$ cat src/hdl/assert_macros.svh
// Assertion macros shared by the RTL files.
// No dependencies; define NO_ASSERTIONS to compile them out.
`ifndef ASSERT_MACROS_SVH
`define ASSERT_MACROS_SVH
`ifndef NO_ASSERTIONS
// ante true at an edge -> cons true at the same edge
`define PTW_ASSERT_IMP(label, clk, rst, ante, cons) \
  label: assert property (@(posedge clk) disable iff (rst) (ante) |-> (cons)) \
    else $error("assertion failed");
// ante true at an edge -> cons true at the next edge
`define PTW_ASSERT_NXT(label, clk, rst, ante, cons) \
  label: assert property (@(posedge clk) disable iff (rst) (ante) |=> (cons)) \
    else $error("assertion failed");
`else
`define PTW_ASSERT_IMP(label, clk, rst, ante, cons)
`define PTW_ASSERT_NXT(label, clk, rst, ante, cons)
`endif
`endif

$ cat src/hdl/ptw_ram.sv
// Generic single-write, single-read RAM with registered read data.
// No dependencies.
module ptw_ram #(
  parameter int ADDR_BITS = 10,
  parameter int DATA_BITS = 1
) (
  input  logic                 clk,
  input  logic                 we,
  input  logic [ADDR_BITS-1:0] waddr,
  input  logic [DATA_BITS-1:0] wdata,
  input  logic                 re,
  input  logic [ADDR_BITS-1:0] raddr,
  output logic [DATA_BITS-1:0] rdata
);

  logic [DATA_BITS-1:0] mem [(1 << ADDR_BITS)];

  always_ff @(posedge clk) begin
    if (we) begin
      mem[waddr] <= wdata;
    end
  end

  always_ff @(posedge clk) begin
    if (re) begin
      rdata <= mem[raddr];
    end
  end

endmodule

$ cat config.mk
export PLATFORM = sky130hd
export DESIGN_NAME = ptw_ram
export DESIGN_NICKNAME = d
export VERILOG_FILES = /design/src/hdl/assert_macros.svh /design/src/hdl/ptw_ram.sv
export SDC_FILE = /design/constraint.sdc
export NUM_CORES = 1
export LEC_CHECK = 0
export BUFFER_PORTS_ARGS = -buffer_cell sky130_fd_sc_hd__buf_2
export CORE_ASPECT_RATIO = 0.8
export CORE_MARGIN = 8
export CORE_UTILIZATION = 35
export DETAILED_ROUTE_END_ITERATION = 10
export GPL_TIMING_DRIVEN = 1
export PLACE_DENSITY = 0.54
export SYNTH_ARGS = -nofsm -noshare
export SYNTH_HDL_FRONTEND = slang
export SYNTH_SLANG_ARGS = --single-unit
export TNS_END_PERCENT = 100
$ cat constraint.sdc
create_clock -name clk -period 3.4 [get_ports clk]
set_input_delay 0.34 -clock clk [delete_from_list [all_inputs] [get_ports clk]]
set_output_delay 0.34 -clock clk [all_outputs]
set_load 0.01 [all_outputs]
==> impl_metrics.xml, run 1 <==
<?xml version="1.0" encoding="UTF-8"?>
<metrics>
  <group name="global_routing">
    <metric name="gr-usage-all-layers" unit="%">19.2</metric>
    <metric name="number_of_antenna_violations_at_the_first_check_in_global_routing" unit="">8</metric>
    <metric name="first_pass_grt_wire_length" unit="mm">196</metric>
    <metric name="grt_remaining_overflow" unit="">0</metric>
    <metric name="via_count_of_the_first_global_routing_pass" unit="">26900</metric>
    <metric name="grt_start_max_net_pins" unit="">140</metric>
  </group>
  <group name="placed_design">
    <metric name="detailed_place.area" unit="um^2">47600</metric>
    <metric name="routabilityCongestion" unit="">0.801</metric>
    <metric name="post-dp-hpwl" unit="mm">76.0</metric>
    <metric name="port_buffers" unit="">24</metric>
  </group>
  <group name="synthesis">
    <metric name="synth_area" unit="um^2">44700</metric>
    <metric name="yosysWarningCount" unit="">0</metric>
    <metric name="post-synth-top-area-cell" unit="">edfxtp_1</metric>
    <metric name="synth.ff_latch_count" unit="">1025</metric>
    <metric name="ys_types" unit="">55</metric>
    <metric name="synth-adder-area-share" unit="%">0</metric>
    <metric name="synth_async_sr_flop_share" unit="%">0</metric>
    <metric name="multiplexer_fraction_of_the_synthesized_cell_area" unit="%">13.7</metric>
    <metric name="synth_edf_count" unit="">1025</metric>
    <metric name="mappedNetlistNets" unit="">3136</metric>
    <metric name="post_syn_instances" unit="">3112</metric>
    <metric name="synth_top_area_share" unit="%">68.9</metric>
    <metric name="ys_top_cells_by_area" unit="">edfxtp_1, mux4_2, nor2_1</metric>
    <metric name="yosys.area_share.simple" unit="%">11.2</metric>
    <metric name="dominant_combinational_cell_family_by_area_after_synthesis" unit="">multiplexers</metric>
    <metric name="proportion_of_synthesized_chip_area_in_sequential_cells" unit="%">68.9</metric>
    <metric name="post-synth-top-count-cell" unit="">nor2_1</metric>
    <metric name="synth_xor_area_share" unit="%">0</metric>
    <metric name="synth_common_cells" unit="">nor2_1, edfxtp_1, mux4_2, clkbuf_1, mux2i_1</metric>
    <metric name="synth_compound_gate_area_share" unit="%">2.83</metric>
    <metric name="synthesis.area_per_instance" unit="um^2">14.4</metric>
    <metric name="prevailing_post_synth_register_cell" unit="">edfxtp_1</metric>
  </group>
  <group name="critical_path">
    <metric name="worst_ep_arrival_time" unit="ns">3.29</metric>
    <metric name="worstSetupPathType" unit="">reg2reg</metric>
    <metric name="worst_setup_path_end_kind" unit="">flop</metric>
    <metric name="worstSetupStartpointType" unit="">flop</metric>
    <metric name="critical_path_peak_fanout" unit="">2</metric>
    <metric name="crit_required" unit="ns">3.84</metric>
  </group>
  <group name="floorplan">
    <metric name="die-width" unit="um">415</metric>
    <metric name="boundaryPins" unit="">25</metric>
    <metric name="core_ar" unit="um^2">127000</metric>
    <metric name="rows" unit="">117</metric>
    <metric name="initial_util" unit="%">35.2</metric>
    <metric name="overall_die_height" unit="um">336</metric>
    <metric name="overall_die_area" unit="um^2">139000</metric>
  </group>
  <group name="clocking">
    <metric name="max_buffers_root_to_sink" unit="">3</metric>
    <metric name="number_of_levels_in_the_clock_h_tree" unit="">3</metric>
    <metric name="tritoncts_clock_tree" unit="">built</metric>
    <metric name="cts-hold-fix-buffers" unit="">1</metric>
    <metric name="post_cts_resize_count" unit="">0</metric>
    <metric name="number_of_buffers_created_by_cts" unit="">101</metric>
    <metric name="clkSinkCount" unit="">1025</metric>
    <metric name="post-cts-setup-buffer-count" unit="">0</metric>
    <metric name="clock_latency" unit="ns">0.70</metric>
    <metric name="cts_root_buffer" unit="">clkbuf_16</metric>
    <metric name="clkTransAtPathRegs" unit="ns">0.06</metric>
  </group>
  <group name="timing">
    <metric name="timing.max_slew.rel_slack" unit="%">33.2</metric>
    <metric name="max_freq" unit="MHz">351</metric>
    <metric name="slew_viol_final" unit="">0</metric>
    <metric name="clock_skew" unit="ns">0.0233</metric>
    <metric name="timing.final.hold_violations" unit="">0</metric>
    <metric name="actual_slew_at_the_worst_max_slew_pin" unit="ns">1.00</metric>
    <metric name="finalCritPeriodShare" unit="%">83.9</metric>
    <metric name="setup_total_negative_slack" unit="ns">0</metric>
    <metric name="final-setup-viol-count" unit="">0</metric>
    <metric name="finalCriticalPeriod" unit="ns">2.85</metric>
    <metric name="setup_repair_after_global_routing_missed_its_margin" unit="">no</metric>
  </group>
  <group name="layout">
    <metric name="area_overhead_of_the_layout_relative_to_synthesis" unit="%">13.3</metric>
    <metric name="drive_above_1_share" unit="%">18.4</metric>
    <metric name="fin_area" unit="um^2">50600</metric>
    <metric name="total_nets_final" unit="">3168</metric>
    <metric name="final_util" unit="%">39.9</metric>
  </group>
  <group name="run_status">
    <metric name="status" unit="">finished clean</metric>
  </group>
  <group name="routing">
    <metric name="initialDrtViolationCount" unit="">3658</metric>
    <metric name="drt-wirelength-per-cell" unit="um">27.8</metric>
    <metric name="antenna_nets_post_route" unit="">0</metric>
    <metric name="drcViolationCount" unit="">0</metric>
    <metric name="wirelength" unit="mm">136</metric>
    <metric name="detail_route.first_pass.iterations" unit="">5</metric>
    <metric name="post_drt_via_cell_ratio" unit="">5.61</metric>
    <metric name="detailroute.via_count" unit="">27400</metric>
  </group>
  <group name="power">
    <metric name="p_leak" unit="uW">0.0151</metric>
    <metric name="ir_worst_vdd" unit="uV">386</metric>
    <metric name="power_density" unit="nW/um^2">511</metric>
  </group>
  <group name="min_path">
    <metric name="holdCritPathClass" unit="">in2reg</metric>
  </group>
  <group name="flow_run">
    <metric name="maxCapViolations" unit="">0</metric>
  </group>
</metrics>
[cell families after synthesis]
logic type	count (synthesis)
compound gates	178
buf+inv	309
flops	1025
mux	340
simple gates	1260
[report_power, final]
part	switching (uW)	internal (uW)
Clock	4850	5560
Combinational	988	557
Sequential	4.42	13900
Total	5840	20000
[layout by cell type (no fill, tap or decap), types with 5 or more instances in the layout]
cell type,count
nand3_1,13
and2_1,6
nor2_1,1036
nor2b_1,11
nand2_2,6
a22oi_1,17
clkbuf_16,102
nand2_1,80
nor3_1,37
edfxtp_1,1025
mux2i_1,123
nand2b_1,7
mux4_2,200
mux4_1,14
o21ai_0,11
nand4_1,10
o22ai_1,28
clkinv_2,9
nor3b_1,8
buf_12,40
nand3_2,24
a2111oi_0,6
buf_4,167
o221ai_1,49
clkbuf_1,25
a21oi_1,37
buf_2,21
nor4_1,5
clkinv_1,33
[stage by stage]
| stage | power [uW] | hold WS [ns] | worst slack (ns) | std cells |
|---|---|---|---|---|
| after floorplan | 15000 | 0.439 | 0.648 | 3112 |
| after global placement | 15700 | 0.654 | -0.0319 | 4706 |
| after detailed placement | 15700 | 0.652 | 0.0143 | 4706 |
| after CTS | 26000 | 0.106 | 0.566 | 4885 |
| after global routing | 26600 | 0.145 | 0.505 | 4887 |
| final | 25900 | 0.137 | 0.548 | 4887 |
[critical path, stage by stage, from the launching register on]
cell	delay (ns)
edfxtp_1	0.38
mux4_2	0.48
mux4_2	0.46
nor2b_1	0.14
a31oi_1	0.44
a311oi_1	0.26
nor4_1	0.29
o2111ai_1	0.13
[final timing paths]
check | startpoint | end | slack (ns) | depth (start not counted)
worst min register to register | mem[210] | rdata | 1.27 | 6
worst max-delay path | mem[154] | rdata | 0.55 | 7
worst max register to register | mem[154] | rdata | 0.55 | 7
worst min-delay path | waddr[1] | mem[821] | 0.14 | 2
[routing by layer]
| layer | GRT usage, % | share of wire [%] | wire length (um) | vias to the layer above |
|---|---|---|---|---|
| li1 | - | - | - | 11600 |
| met1 | 28.2 | 44 | 59900 | 14500 |
| met2 | 29.7 | 45 | 61800 | 1068 |
| met3 | 3.12 | 7.9 | 10800 | 208 |
| met4 | 4.98 | 2.6 | 3500 | 2 |
| met5 | 0 | 0.0096 | 13 | - |
[final cells by class]
cell class,instances,area (um^2)
diodes,2,5.00
fillers,11900,76300
repair buffers,232,2210
well taps,1666,2080
clock inverters,51,287
inverters,6,22.5
clock buffers,127,2650
multi-input cells,1778,12600
flip-flops and latches,1025,30800
[sequential cells by signal (all words and copies together) (netlist names)]
name	flops
rdata	1
mem	1024
Note: power is estimated with default switching activity, not from simulation.
==> run 2: changes to the inputs <==
- clock period: 3.4 -> 2.8 ns (I/O delays scaled with it)
==> run 2 against run 1 <==
  * Setup slack got worse by 0.52 ns
  * Via count up 0.84%
  * Clock-buffer cell count is 1 higher
  * First-iteration DRC count grew 1.4%
  * Power is 24% higher
  * Combinational power is 30% higher
==> impl_metrics.xml, run 2 (synthesis results as in run 1) <==
<?xml version="1.0" encoding="UTF-8"?>
<metrics>
  <group name="run_status">
    <metric name="status" unit="">finished clean</metric>
  </group>
  <group name="routing">
    <metric name="wirelength" unit="mm">135</metric>
    <metric name="detail_route.first_pass.iterations" unit="">8</metric>
    <metric name="antenna_nets_post_route" unit="">0</metric>
    <metric name="post_drt_via_cell_ratio" unit="">5.56</metric>
    <metric name="drcViolationCount" unit="">0</metric>
    <metric name="detailroute.via_count" unit="">27600</metric>
    <metric name="drt-wirelength-per-cell" unit="um">27.1</metric>
    <metric name="initialDrtViolationCount" unit="">3711</metric>
  </group>
  <group name="layout">
    <metric name="top_register" unit="">mem</metric>
    <metric name="area_overhead_of_the_layout_relative_to_synthesis" unit="%">15.4</metric>
    <metric name="drive_above_1_share" unit="%">21.0</metric>
    <metric name="most-common-layout-cells" unit="">nor2_1, edfxtp_1, buf_4, mux4_2, mux2i_1</metric>
    <metric name="total_nets_final" unit="">3249</metric>
    <metric name="insertedDiodeCount" unit="">0</metric>
    <metric name="largest_register_ffs" unit="">1024</metric>
    <metric name="layout_commonest_cell" unit="">nor2_1</metric>
    <metric name="fillerInstances" unit="">11800</metric>
    <metric name="largestRegisters" unit="">mem x1024, rdata x1</metric>
  </group>
  <group name="floorplan">
    <metric name="core_ar" unit="um^2">127000</metric>
    <metric name="overall_die_area" unit="um^2">139000</metric>
    <metric name="overall_die_height" unit="um">336</metric>
    <metric name="die-width" unit="um">415</metric>
    <metric name="boundaryPins" unit="">25</metric>
    <metric name="initial_util" unit="%">35.2</metric>
    <metric name="rows" unit="">117</metric>
  </group>
  <group name="power">
    <metric name="ir_worst_vdd" unit="uV">496</metric>
    <metric name="power_density" unit="nW/um^2">623</metric>
    <metric name="post-layout-total-power" unit="uW">32100</metric>
    <metric name="p_leak" unit="uW">0.0157</metric>
  </group>
  <group name="clocking">
    <metric name="max_buffers_root_to_sink" unit="">3</metric>
    <metric name="number_of_buffers_created_by_cts" unit="">101</metric>
    <metric name="post-cts-setup-buffer-count" unit="">0</metric>
    <metric name="number_of_levels_in_the_clock_h_tree" unit="">3</metric>
    <metric name="clkTransAtPathRegs" unit="ns">0.07</metric>
    <metric name="clkSinkCount" unit="">1025</metric>
    <metric name="clock_latency" unit="ns">0.70</metric>
    <metric name="tritoncts_clock_tree" unit="">built</metric>
    <metric name="cts_root_buffer" unit="">clkbuf_16</metric>
  </group>
  <group name="critical_path">
    <metric name="critical_path_peak_fanout" unit="">29</metric>
    <metric name="worstSetupPathType" unit="">in2reg</metric>
    <metric name="reg2reg_from" unit="">mem[532]</metric>
    <metric name="worstSetupStartpointType" unit="">input port</metric>
    <metric name="worst_r2r_path_depth" unit="">8</metric>
    <metric name="setup_slack_of_the_most_critical_reg_to_reg_path" unit="ns">0.10</metric>
    <metric name="worstReg2RegEnd" unit="">rdata</metric>
    <metric name="crit_required" unit="ns">3.34</metric>
    <metric name="worst_setup_path_end_kind" unit="">flop</metric>
    <metric name="worst_ep_arrival_time" unit="ns">3.31</metric>
  </group>
  <group name="flow_run">
    <metric name="maxCapViolations" unit="">0</metric>
  </group>
  <group name="min_path">
    <metric name="min_delay_path_depth" unit="">3</metric>
    <metric name="holdCritPathClass" unit="">in2reg</metric>
    <metric name="min_from" unit="">waddr[4]</metric>
    <metric name="min_delay_worst_endpoint" unit="">mem[703]</metric>
  </group>
  <group name="global_routing">
    <metric name="first_pass_grt_wire_length" unit="mm">193</metric>
    <metric name="grt_start_max_net_pins" unit="">167</metric>
    <metric name="number_of_antenna_violations_at_the_first_check_in_global_routing" unit="">3</metric>
    <metric name="via_count_of_the_first_global_routing_pass" unit="">27000</metric>
    <metric name="grt_remaining_overflow" unit="">0</metric>
    <metric name="gr-usage-all-layers" unit="%">18.8</metric>
  </group>
  <group name="placed_design">
    <metric name="post-dp-hpwl" unit="mm">75.4</metric>
    <metric name="port_buffers" unit="">24</metric>
    <metric name="routabilityCongestion" unit="">0.824</metric>
  </group>
  <group name="timing">
    <metric name="setup_repair_after_global_routing_missed_its_margin" unit="">no</metric>
    <metric name="final-setup-viol-count" unit="">0</metric>
    <metric name="slew_viol_final" unit="">0</metric>
    <metric name="timing.final.hold_violations" unit="">0</metric>
    <metric name="finalCriticalPeriod" unit="ns">2.77</metric>
    <metric name="timing.max_slew.rel_slack" unit="%">9.49</metric>
    <metric name="max_freq" unit="MHz">361</metric>
    <metric name="setup_total_negative_slack" unit="ns">0</metric>
    <metric name="clock_skew" unit="ns">0.0190</metric>
    <metric name="actual_slew_at_the_worst_max_slew_pin" unit="ns">1.32</metric>
    <metric name="finalCritPeriodShare" unit="%">98.9</metric>
  </group>
</metrics>
[run 2: per-layer routing]
metal  wire length, um  up-vias  part of all wire, %  track usage (%)
li1                  -    11700                    -                -
met1             58600    14600                   44             27.2
met2             62000     1133                   46             29.7
met3             10700      202                  8.0             3.15
met4              3260        2                  2.4             4.67
met5                13        -               0.0097                0
[run 2: repair_timing]
action	4_1_cts	5_1_grt
setup endpoints to repair	0	1
gates resized for setup	0	5
hold buffers	2	0
hold endpoints to repair	25	0
[run 2: metrics by stage]
| step | util, % | hold WS (ns) | cell area, um^2 | std cells | setup slack (ns) |
|---|---|---|---|---|---|
| global placement | 38.1 | 0.594 | 48400 | 4786 | -0.540 |
| finish | 40.6 | 0.0558 | 51600 | 4971 | 0.0310 |
| detailed placement | 38.1 | 0.593 | 48400 | 4786 | -0.487 |
| floorplan | - | 0.379 | 44700 | 3112 | 0.108 |
| CTS | 40.6 | 0.00904 | 51500 | 4971 | 0.0665 |
| global route | 40.6 | 0.0689 | 51600 | 4971 | 0.00150 |
[run 2: worst max path at each step]
stage | from | endpoint | slack (ns) | cells past startpoint
2_1_floorplan | raddr[0] | rdata | 0.11 | 10
3_3_place_gp | raddr[0] | rdata | -0.54 | 10
5_1_grt | mem[258] | rdata | 0.002 | 11
6_report | raddr[0] | rdata | 0.03 | 10
3_5_place_dp | raddr[0] | rdata | -0.49 | 9
4_1_cts | mem[420] | rdata | 0.07 | 10
[run 2: power by group]
group          leakage (uW)  internal, uW  switching, uW
combinational       0.00493           778           1230
sequential          0.00921         16900           5.89
clock               0.00153          7300           5940
total                0.0157         25000           7170
[run 2: layout make-up]
class,count,area [um^2],share of cell area [%]
sequential,1025,30800,59.7
inverter,6,22.5,0.0437
timing repair buffer,313,2980,5.77
multi-input combinational,1778,12600,24.4
clock buffer,128,2670,5.18
clock inverter,55,445,0.864
tap,1666,2080,4.04
[run 2: worst max-delay path: stages]
cell and delay (ns):
buf_8 0.22, buf_12 0.29, buf_4 0.36, mux4_2 0.27
nand2_1 0.07, a2111oi_0 1.10, and4_1 0.38, buf_4 0.12
nand3_1 0.08, o2111ai_1 0.10
